File: config.mk
export PLATFORM = sky130hd
export DESIGN_NAME = bundle_frame_checker_crc32
export DESIGN_NICKNAME = d
export VERILOG_FILES = /design/src/sv/bfc_pkg.sv /design/src/sv/bfc_deframe.sv /design/src/sv/bundle_frame_checker_crc32.sv
export SDC_FILE = /design/constraint.sdc
export NUM_CORES = 1
export LEC_CHECK = 0
export ABC_CLOCK_PERIOD_IN_PS = 5550
export BUFFER_PORTS_ARGS = -buffer_cell sky130_fd_sc_hd__clkbuf_2
export CAP_MARGIN = 0
export CELL_PAD_IN_SITES_DETAIL_PLACEMENT = 1
export CELL_PAD_IN_SITES_GLOBAL_PLACEMENT = 2
export CORE_MARGIN = 3
export CORE_UTILIZATION = 30
export DETAILED_ROUTE_END_ITERATION = 10
export PLACE_DENSITY_LB_ADDON = 0.15
export SYNTH_ARGS = -nofsm -noshare
export SYNTH_HDL_FRONTEND = slang
export SYNTH_SLANG_ARGS = --single-unit
File: constraint.sdc
create_clock -name clk_i -period 5.55 [get_ports clk_i]
set_input_delay 1.11 -clock clk_i [delete_from_list [all_inputs] [get_ports clk_i]]
set_output_delay 1.11 -clock clk_i [all_outputs]
set_load 0.05 [all_outputs]
File: src/sv/bfc_pkg.sv
`default_nettype none

package bfc_pkg;

  // Frame layout constants.
  localparam logic [31:0] CRC_POLY      = 32'hEDB88320;
  localparam logic [15:0] FRAME_MAGIC   = 16'h4454;
  localparam logic [7:0]  FRAME_VERSION = 8'd1;
  localparam logic [16:0] HDR_LEN       = 17'd41;
  localparam logic [16:0] CRC_LEN       = 17'd4;
  localparam logic [15:0] COUNT_MAX     = 16'hFFFF;

  // Byte positions at which a header item completes, and the position from which the CRC update starts.
  localparam logic [15:0] POS_MAGIC_END   = 16'd1;
  localparam logic [15:0] POS_VERSION     = 16'd2;
  localparam logic [15:0] POS_ID_END      = 16'd10;
  localparam logic [15:0] POS_SRC_END     = 16'd14;
  localparam logic [15:0] POS_DST_END     = 16'd18;
  localparam logic [15:0] POS_CURR_END    = 16'd22;
  localparam logic [15:0] POS_CUST_END    = 16'd26;
  localparam logic [15:0] POS_SIZE_END    = 16'd28;
  localparam logic [15:0] POS_PRIO        = 16'd29;
  localparam logic [15:0] POS_CLASS       = 16'd30;
  localparam logic [15:0] POS_TGEN_END    = 16'd34;
  localparam logic [15:0] POS_TTL_END     = 16'd38;
  localparam logic [15:0] POS_PLEN_END    = 16'd40;
  localparam logic [15:0] POS_CRC_START   = 16'd4;

  typedef enum logic [1:0] {
    KIND_PAYLOAD = 2'd0,
    KIND_FIELD   = 2'd1,
    KIND_VERDICT = 2'd2
  } kind_e;

  typedef enum logic [3:0] {
    FLD_ID    = 4'd0,
    FLD_SRC   = 4'd1,
    FLD_DST   = 4'd2,
    FLD_CURR  = 4'd3,
    FLD_CUST  = 4'd4,
    FLD_SIZE  = 4'd5,
    FLD_PRIO  = 4'd6,
    FLD_CLASS = 4'd7,
    FLD_TGEN  = 4'd8,
    FLD_TTL   = 4'd9,
    FLD_PLEN  = 4'd10
  } field_e;

  typedef enum logic [2:0] {
    ST_OK           = 3'd0,
    ST_SHORT        = 3'd1,
    ST_MAGIC        = 3'd2,
    ST_VERSION      = 3'd3,
    ST_SIZE         = 3'd4,
    ST_PAYLOAD_LONG = 3'd5,
    ST_LENGTH       = 3'd6,
    ST_CRC          = 3'd7
  } status_e;

  typedef struct packed {
    logic        valid;
    kind_e       kind;
    logic [3:0]  field_index;
    logic [63:0] value;
    status_e     status;
  } bfc_result_t;

  // One byte of the reflected CRC-32, bit by bit.
  function automatic logic [31:0] crc_byte(input logic [31:0] crc_in, input logic [7:0] b);
    logic [31:0] c;
    c = crc_in ^ {24'd0, b};
    for (int k = 0; k < 8; k++) begin
      c = (c >> 1) ^ (c[0] ? CRC_POLY : 32'd0);
    end
    return c;
  endfunction

endpackage

`default_nettype wire

File: src/sv/bfc_deframe.sv
`default_nettype none

module bfc_deframe
  import bfc_pkg::*;
#(
  parameter int MAX_PAYLOAD = 160
) (
  input  wire logic        clk_i,
  input  wire logic        rst_ni,
  input  wire logic        step_i,
  input  wire logic [7:0]  byte_i,
  input  wire logic        last_i,
  output bfc_result_t      result_o
);

  localparam logic [15:0] MaxPayload = 16'(MAX_PAYLOAD);

  logic [15:0] byte_count_q, byte_count_d;
  logic [31:0] crc_q, crc_d;
  logic [31:0] tail_q, tail_d;
  logic [63:0] accum_q, accum_d;
  logic [15:0] total_q, total_d;
  logic [15:0] plen_q, plen_d;
  logic [1:0]  flags_q, flags_d;

  logic [15:0] pos;
  logic [16:0] len;
  logic [16:0] payload_end;
  logic        field_hit;
  field_e      field_sel;
  logic [63:0] field_mask;
  status_e     verdict;

  assign pos         = byte_count_q;
  assign len         = {1'b0, pos} + 17'd1;
  assign payload_end = HDR_LEN + {1'b0, plen_q};

  always_comb begin
    crc_d        = (pos >= POS_CRC_START) ? crc_byte(crc_q, tail_q[31:24]) : crc_q;
    tail_d       = {tail_q[23:0], byte_i};
    accum_d      = {accum_q[55:0], byte_i};
    total_d      = total_q;
    plen_d       = plen_q;
    flags_d      = flags_q;
    byte_count_d = (byte_count_q != COUNT_MAX) ? byte_count_q + 16'd1 : byte_count_q;
    field_hit    = 1'b1;
    field_sel    = FLD_ID;
    field_mask   = '0;

    unique case (pos)
      POS_MAGIC_END: begin
        field_hit = 1'b0;
        if (accum_d[15:0] != FRAME_MAGIC) flags_d[0] = 1'b1;
      end
      POS_VERSION: begin
        field_hit = 1'b0;
        if (byte_i != FRAME_VERSION) flags_d[1] = 1'b1;
      end
      POS_ID_END:   begin field_sel = FLD_ID;   field_mask = '1; end
      POS_SRC_END:  begin field_sel = FLD_SRC;  field_mask = 64'hFFFF_FFFF; end
      POS_DST_END:  begin field_sel = FLD_DST;  field_mask = 64'hFFFF_FFFF; end
      POS_CURR_END: begin field_sel = FLD_CURR; field_mask = 64'hFFFF_FFFF; end
      POS_CUST_END: begin field_sel = FLD_CUST; field_mask = 64'hFFFF_FFFF; end
      POS_SIZE_END: begin
        field_sel  = FLD_SIZE;
        field_mask = 64'hFFFF;
        total_d    = accum_d[15:0];
      end
      POS_PRIO:     begin field_sel = FLD_PRIO;  field_mask = 64'hFF; end
      POS_CLASS:    begin field_sel = FLD_CLASS; field_mask = 64'hFF; end
      POS_TGEN_END: begin field_sel = FLD_TGEN;  field_mask = 64'hFFFF_FFFF; end
      POS_TTL_END:  begin field_sel = FLD_TTL;   field_mask = 64'hFFFF_FFFF; end
      POS_PLEN_END: begin
        field_sel  = FLD_PLEN;
        field_mask = 64'hFFFF;
        plen_d     = accum_d[15:0];
      end
      default: field_hit = 1'b0;
    endcase

    // Verdict priority follows the frame checks in order.
    if (len < HDR_LEN + CRC_LEN)                           verdict = ST_SHORT;
    else if (flags_d[0])                                   verdict = ST_MAGIC;
    else if (flags_d[1])                                   verdict = ST_VERSION;
    else if ({1'b0, total_d} != len)                       verdict = ST_SIZE;
    else if (plen_d > MaxPayload)                          verdict = ST_PAYLOAD_LONG;
    else if (HDR_LEN + {1'b0, plen_d} + CRC_LEN != len)    verdict = ST_LENGTH;
    else if (~crc_d != tail_d)                             verdict = ST_CRC;
    else                                                   verdict = ST_OK;

    result_o = '{valid: 1'b0, kind: KIND_PAYLOAD, field_index: 4'd0, value: 64'd0,
                 status: ST_OK};
    if (last_i) begin
      result_o.valid  = 1'b1;
      result_o.kind   = KIND_VERDICT;
      result_o.status = verdict;
    end else if (field_hit) begin
      result_o.valid       = 1'b1;
      result_o.kind        = KIND_FIELD;
      result_o.field_index = field_sel;
      result_o.value       = accum_d & field_mask;
    end else if ({1'b0, pos} >= HDR_LEN && {1'b0, pos} < payload_end) begin
      result_o.valid = 1'b1;
      result_o.value = {56'd0, byte_i};
    end
  end

  always_ff @(posedge clk_i or negedge rst_ni) begin
    if (!rst_ni) begin
      byte_count_q <= '0;
      crc_q        <= '1;
      tail_q       <= '0;
      accum_q      <= '0;
      total_q      <= '0;
      plen_q       <= '0;
      flags_q      <= '0;
    end else if (step_i) begin
      if (last_i) begin
        byte_count_q <= '0;
        crc_q        <= '1;
        tail_q       <= '0;
        accum_q      <= '0;
        total_q      <= '0;
        plen_q       <= '0;
        flags_q      <= '0;
      end else begin
        byte_count_q <= byte_count_d;
        crc_q        <= crc_d;
        tail_q       <= tail_d;
        accum_q      <= accum_d;
        total_q      <= total_d;
        plen_q       <= plen_d;
        flags_q      <= flags_d;
      end
    end
  end

endmodule

`default_nettype wire

File: src/sv/bundle_frame_checker_crc32.sv
// Bundle frame checker: takes a received frame one byte per transaction on the
// slave stream (tlast on the final byte) and produces at most one result per
// byte on the master stream. Each big-endian header field (id, src, dst, curr,
// cust, size, prio, class, t_gen, ttl, payload length) is reported as soon as its
// last byte arrives, payload bytes are forwarded as they arrive, and the final
// byte yields only a verdict: short, bad magic, bad version, size mismatch,
// payload too long, length mismatch or CRC-32 mismatch, checked in that order.
// The CRC-32 (reflected, polynomial 0xEDB88320) covers every byte but the last
// four, which carry the expected value. One byte is taken every clock cycle
// while the master stream does not stall; the whole byte step, including the eight-bit
// CRC update, is combinational from the input register to the result register,
// the two registers an accepted byte passes through. The byte counter saturates
// at 65535. MAX_PAYLOAD sets the largest payload length that passes.
`default_nettype none

module bundle_frame_checker_crc32
  import bfc_pkg::*;
#(
  parameter int MAX_PAYLOAD = 160
) (
  input  wire logic        clk_i,
  input  wire logic        rst_ni,
  // Slave stream.
  input  wire logic        s_axis_tvalid,
  output      logic        s_axis_tready,
  input  wire logic [7:0]  s_axis_tdata,   // [7:0] data_byte
  input  wire logic        s_axis_tlast,   // end_of_frame
  // Master stream.
  output      logic        m_axis_tvalid,
  input  wire logic        m_axis_tready,
  output      logic [71:0] m_axis_tdata,   // [3:0] field_index, [67:4] value,
                                           // [70:68] status, [71] zero
  output      logic [1:0]  m_axis_tuser    // [1:0] kind
);

  // Input register.
  logic       in_valid_q;
  logic [7:0] in_byte_q;
  logic       in_last_q;

  // Result register.
  logic        out_valid_q;
  bfc_result_t out_q;

  bfc_result_t result;
  logic        advance;
  logic        step;

  // The pipeline moves whenever the result register is empty or being drained.
  assign advance       = !out_valid_q || m_axis_tready;
  assign step          = in_valid_q && advance;
  assign s_axis_tready = !in_valid_q || advance;

  always_ff @(posedge clk_i or negedge rst_ni) begin
    if (!rst_ni) begin
      in_valid_q <= 1'b0;
    end else if (s_axis_tvalid && s_axis_tready) begin
      in_valid_q <= 1'b1;
    end else if (advance) begin
      in_valid_q <= 1'b0;
    end
  end

  always_ff @(posedge clk_i) begin
    if (s_axis_tvalid && s_axis_tready) begin
      in_byte_q <= s_axis_tdata;
      in_last_q <= s_axis_tlast;
    end
  end

  bfc_deframe #(
    .MAX_PAYLOAD (MAX_PAYLOAD)
  ) u_deframe (
    .clk_i    (clk_i),
    .rst_ni   (rst_ni),
    .step_i   (step),
    .byte_i   (in_byte_q),
    .last_i   (in_last_q),
    .result_o (result)
  );

  // A byte that produces no result simply leaves the result register empty.
  always_ff @(posedge clk_i or negedge rst_ni) begin
    if (!rst_ni) begin
      out_valid_q <= 1'b0;
    end else if (advance) begin
      out_valid_q <= step && result.valid;
    end
  end

  always_ff @(posedge clk_i) begin
    if (advance) begin
      out_q <= result;
    end
  end

  assign m_axis_tvalid = out_valid_q;
  assign m_axis_tdata  = {1'b0, out_q.status, out_q.value, out_q.field_index};
  assign m_axis_tuser  = out_q.kind;

endmodule

`default_nettype wire
# Word level (Yosys, flattened, before mapping)
# Cells that the tools add are included.
# word_totals
reg_bits	254
latch_bits	0
mem_bits_rw	0
romBits	0
input_bits	13
out_inout_bits	76
word_cells	118
memories	0
# classes
n_addsub	5
n_mul	0
div_mod_pow	0
magnitude_cmp	5
n_eq_ne	19
shifts	0
n_mux	41
bitwise_logic	13
n_reduce_logical	18
# ops
op	n
32-bit 2-to-1 mux	11
64-bit one-hot mux with 4 select lines	1
31-bit by 32-bit bitwise XOR with 32-bit output	8
16-bit by 5-bit equality test with 1-bit output, second input constant	6
16-bit 2-to-1 mux	6
64-bit AND	1
64-bit 2-to-1 mux	1
56-bit 2-to-1 mux	1
16-bit by 6-bit equality test with 1-bit output, second input constant	3
4-bit one-hot mux with 10 select lines	1
6-bit by 16-bit adder with 17-bit output, first input constant	2
16-bit by 4-bit equality test with 1-bit output, second input constant	2
32-bit != test	1
32-bit NOT	1
32-bit by 8-bit bitwise XOR with 32-bit output	1
16-bit by 1-bit adder with 17-bit output, second input constant	1
17-bit by 3-bit adder with 17-bit output, second input constant	1
16-bit by 17-bit < comparator with 1-bit output	1
17-bit by 6-bit < comparator with 1-bit output, second input constant	1
16-bit by 17-bit != test with 1-bit output	1
17-bit != test	1
16-bit by 1-bit adder with 16-bit output, second input constant	1
16-bit by 1-bit equality test with 1-bit output, second input constant	1
16-bit by 2-bit equality test with 1-bit output, second input constant	1
other kinds (21)	46

# Depth between registers and ports, before layout
# logic_depth
depth_word	27
ltp_mapped	21
mapped_depth_nobuf	18

# Cells and area by module
# Synthesis repeated with hierarchy kept, for this count alone.
# hier_totals
cells_unflattened	1338
hier_area_um2	13346.6
# by_module_without_submodules
mod	n_inst	cells_per_inst	area_per_inst_um2
bfc_deframe	1	1245	10782.8
bundle_frame_checker_crc32	1	93	2563.7

# Worst setup path after synthesis
# OpenSTA, ideal clock, no wires.
# synth_timing
path_type	flip-flop to flip-flop
start	register u_deframe.byte_count_q[0]
end	register out_q, in the netlist m_axis_tdata[69], data pin
setup_ns	0.272
t_arrival_ns	4.453
required_time_ns	5.278
slack_ns	0.825
stages_incl_launch_ff	22
path_buffers	3
synth_period_minus_slack_ns	4.725
cell_sequence	dfrtp_1 clkbuf_1 inv_1 ha_1 and3b_1 nand4_2 buf_2 buf_4 nor2_1 a21oi_1 inv_1 ha_1 o31ai_1 and2_1 mux2_2 a21oi_1 or3_1 a21boi_1 o31ai_1 or4b_2 o211ai_2 a31oi_1
# synth_via
elab_chain_cells	10
word_cells_on_any_way	26
classes_between	add/sub: 3; order compare: 3; eq/ne: 7; mux: 11; bitwise: 1; reduce/logical: 1
# synth_lines
item	line	text
from (decl)	bfc_deframe.sv:18	logic [15:0] byte_count_q, byte_count_d;
from (signal assigned)	bfc_deframe.sv:127	byte_count_q <= byte_count_d;
16-bit by 6-bit equality test with 1-bit output or 16-bit by 3-bit >= comparator with 1-bit output (tied branches)	bfc_deframe.sv:50, bfc_deframe.sv:39	
16-bit 2-to-1 mux or 32-bit 2-to-1 mux (tied branches)	bfc_deframe.sv:50, bfc_deframe.sv:39	
6-bit by 16-bit adder with 17-bit output or 32-bit NOT (tied branches)	bfc_deframe.sv:87, bfc_deframe.sv:88	
17-bit by 3-bit adder with 17-bit output or 32-bit != test (tied branches)	bfc_deframe.sv:87, bfc_deframe.sv:88	
17-bit != test or 3-bit 2-to-1 mux (tied branches)	bfc_deframe.sv:87, bfc_deframe.sv:88	
3-bit 2-to-1 mux	bfc_deframe.sv:87	else if (HDR_LEN + {1'b0, plen_d} + CRC_LEN != len) verdict = ST_LENGTH;
3-bit 2-to-1 mux	bfc_deframe.sv:86	else if (plen_d > MaxPayload) verdict = ST_PAYLOAD_LONG;
3-bit 2-to-1 mux	bfc_deframe.sv:85	else if ({1'b0, total_d} != len) verdict = ST_SIZE;
2-bit 2-to-1 mux	bfc_deframe.sv:84	else if (flags_d[1]) verdict = ST_VERSION;
2-bit 2-to-1 mux	bfc_deframe.sv:83	else if (flags_d[0]) verdict = ST_MAGIC;
to (signal assigned)	bundle_frame_checker_crc32.sv:93	out_q <= result;
to (decl)	bundle_frame_checker_crc32.sv:43	bfc_result_t out_q;
# Parallel ways exist; a longest one is shown, timed or not.
# A chain may end at the register's enable or synchronous reset.

# Final worst setup path
# layout_timing
start	register u_deframe.byte_count_q[14]
end	register out_q, in the netlist m_axis_tdata[69], data pin
# Same word-level chain as after synthesis.

==> metrics.cfg <==
[detailed_routing]
vias_per_cell = 5.30
vias = 11144
avgRoutedWirePerCell_um = 24.1
first_pass_iters = 5
drc_errors = 0
drt-initial-drc-count = 713
ant_nets = 0
routed_wl_um = 50700

[floorplanning]
boundaryPins = 89
fp.dieW_um = 220
die_y_um = 220
start_util_pct = 30.8
die_area_sq_um = 48500
rows = 77
core_area_sq_um = 44800

[global_routing]
grt_pass1_wl_um = 75400
grt_max_degree = 75
antenna_found_initial = 0
grt_pass1_vias = 11367
grt.overflow.total = 0
grt_use_total_pct = 20.8

[sta]
fmax_mhz = 206
skew_ns = 0.0114
period_needed_ns = 4.86
slew_headroom_pct = 32.4
fin_setup_tns_ns = 0
finalHoldViolCount = 0
min_period_over_period_pct = 87.6
report.final.slew_viol_count = 0
setup_viol = 0
rsz0062_at_grt = false
worstMarginPinSlew_ns = 1.01

[layout]
nets = 1522
layout-drive-gt1-share_pct = 16.6
final_common_cell = nand2_1
diodes = 0
layout.cells.non_filler = 2101
syn2layout_area_growth_pct = 15.7
postLayoutCoreUtil_pct = 35.6
final_cell_mix = nand2_1, dfrtp_1, nor2_1

[clocking]
cts_tree = built
cts_hold_buf = 0
numCtsBuffers = 29
clock_path_buffers = 3
cts.sink_count = 222
root_buffer = clkbuf_16
postCtsSetupBuffers = 0
ctsResizeCount = 0
clk_latency_ns = 0.59
htree_num_levels = 1
clk_pin_slew_ns = 0.06

[power]
power_density_nw_per_um2 = 543
peakVddDrop_uv = 231
leakagePower_nw = 6.93

[synth]
avgSynthCellArea_sq_um = 9.67
syn_area_sq_um = 13800
postSynthCellCount = 1425
yosys_warnings = 0
synth_edf_count = 82
yosysUniqueCellTypes = 85
synth-seq-area-share_pct = 43.6
synth-async-reset-ratio_pct = 63.1
postSynthNetCount = 1460
ys.flop_type = dfrtp_1
ys_ff_latch = 222

[job]
max_cap_violations = 0

[setup_path]
cp_max_fo = 16
crit_arrival_ns = 5.17
crit_type = reg -> reg
startpoint_type = flip-flop
crit_required_ns = 5.86
reg2reg_slack_ns = 0.69
end_kind = flip-flop

[place]
gp_congestion = 0.920
port_buffers = 87
dp_hpwl_um = 36000
dp.cells = 2048

[status]
run_status = complete, no violations

[worst_hold_path]
min-delay-path-class = reg -> reg

## stage by stage
stage / hold WS [ns] / area [sq um] / power (mW) / setup slack (ns)
5_1_grt: 0.486 / 15900 / 9.15 / 0.309
3_3_place_gp: 0.443 / 14900 / 6.61 / 0.854
3_5_place_dp: 0.450 / 14900 / 6.64 / 0.705
6_report: 0.460 / 15900 / 8.66 / 0.691
2_1_floorplan: 0.424 / 13800 / 5.00 / 0.825
4_1_cts: 0.465 / 15900 / 8.74 / 0.680
## final timing paths
path | startpoint | endpoint | cells after the start
worst max-delay path | u_deframe.byte_count_q[14]$_DFFE_PN0P_ | m_axis_tdata[69]$_SDFFCE_PP0P_ | 17
worst min-delay path | u_deframe.accum_q[48]$_DFFE_PN0P_ | u_deframe.accum_q[48]$_DFFE_PN0P_ | 2
worst max register to register | u_deframe.byte_count_q[14]$_DFFE_PN0P_ | m_axis_tdata[69]$_SDFFCE_PP0P_ | 17
worst min register to register | u_deframe.accum_q[48]$_DFFE_PN0P_ | u_deframe.accum_q[48]$_DFFE_PN0P_ | 2
max in group asynchronous | rst_ni | u_deframe.crc_q[17]$_DFFE_PN1P_ | 2
min in group asynchronous | rst_ni | u_deframe.byte_count_q[14]$_DFFE_PN0P_ | 1
## logic make-up (layout without fill, tap and decap cells)
kind of cell | Yosys count | in the layout | share of synthesized area (%)
fa+ha+maj | 22 | 22 | 2.00
other cells | 1 | 1 | 0.0272
simple gates | 531 | 531 | 19.0
mux | 38 | 38 | 2.83
xor+xnor | 177 | 177 | 15.2
buf+inv | 139 | 223 | 3.87
flops | 222 | 222 | 43.6
compound gates | 295 | 295 | 13.5
## sequential cells by signal (all words and copies together) (netlist names)
signal / count
in_byte_q: 8
in_last_q: 1
in_valid_q: 1
m_axis_tdata: 71
m_axis_tuser: 2
m_axis_tvalid: 1
u_deframe.accum_q: 56
u_deframe.byte_count_q: 16
u_deframe.crc_q: 32
u_deframe.flags_q: 2
u_deframe.plen_q: 16
u_deframe.total_q: 16
## routing by layer
metal	wire (um)	up-vias	GRT usage (%)	share of wire (%)
li1	-	5184	-	-
met1	25600	5635	31.6	51
met2	21600	269	31.2	43
met3	2530	56	3.14	5.0
met4	923	0	4.12	1.8
met5	0	-	0	0
## Yosys cell counts, drive strengths merged (10+ instances only)
cell type	count	area share, %
o21ai	80	2.9
a21oi	72	2.6
buf	13	0.44
inv	39	1.1
nor4	15	0.94
a211oi	11	0.60
nand4	25	1.2
dfstp	32	6.1
a22oi	34	1.9
nor2	88	2.4
mux2i	30	2.2
nand2	188	5.1
ha	22	2.0
xor2	56	3.6
nand3	66	2.4
a31oi	10	0.45
clkbuf	86	2.3
edfxtp	82	18
and2	65	3.0
o22ai	16	0.73
dfrtp	108	20
o31ai	19	1.0
xnor2	91	6.5
xnor3	25	4.2
nor3	31	1.1
## report_power, final
part / total (mW) / leakage [nW] / switching, mW / internal, mW
Sequential: 2.41 / 2.73 / 0.357 / 2.05
Clock: 2.04 / 0.500 / 0.794 / 1.25
Combinational: 4.21 / 3.70 / 2.50 / 1.71
## critical path, stage by stage, from the launching register on
cell	delay [ns]
dfrtp_1	0.50
nor4_4	0.50
and2_1	0.21
nand4_1	0.18
buf_4	0.27
a21oi_1	0.24
inv_1	0.07
ha_1	0.25
o31ai_1	0.27
and2_1	0.19
mux2_2	0.19
a21oi_1	0.06
or3_1	0.31
a21boi_1	0.20
o31ai_1	0.09
or4b_2	0.75
o211ai_2	0.19
a31oi_1	0.10
## area by class of cell
class	instances	area [sq um]
Multi-Input combinational cell	1064	7250
Fill cell	5094	28900
Clock buffer	36	793
Inverter	40	151
Sequential cell	222	6010
Clock inverter	17	230
Tap cell	592	741
Timing Repair Buffer	130	764
(Power assumes the default switching activity.)
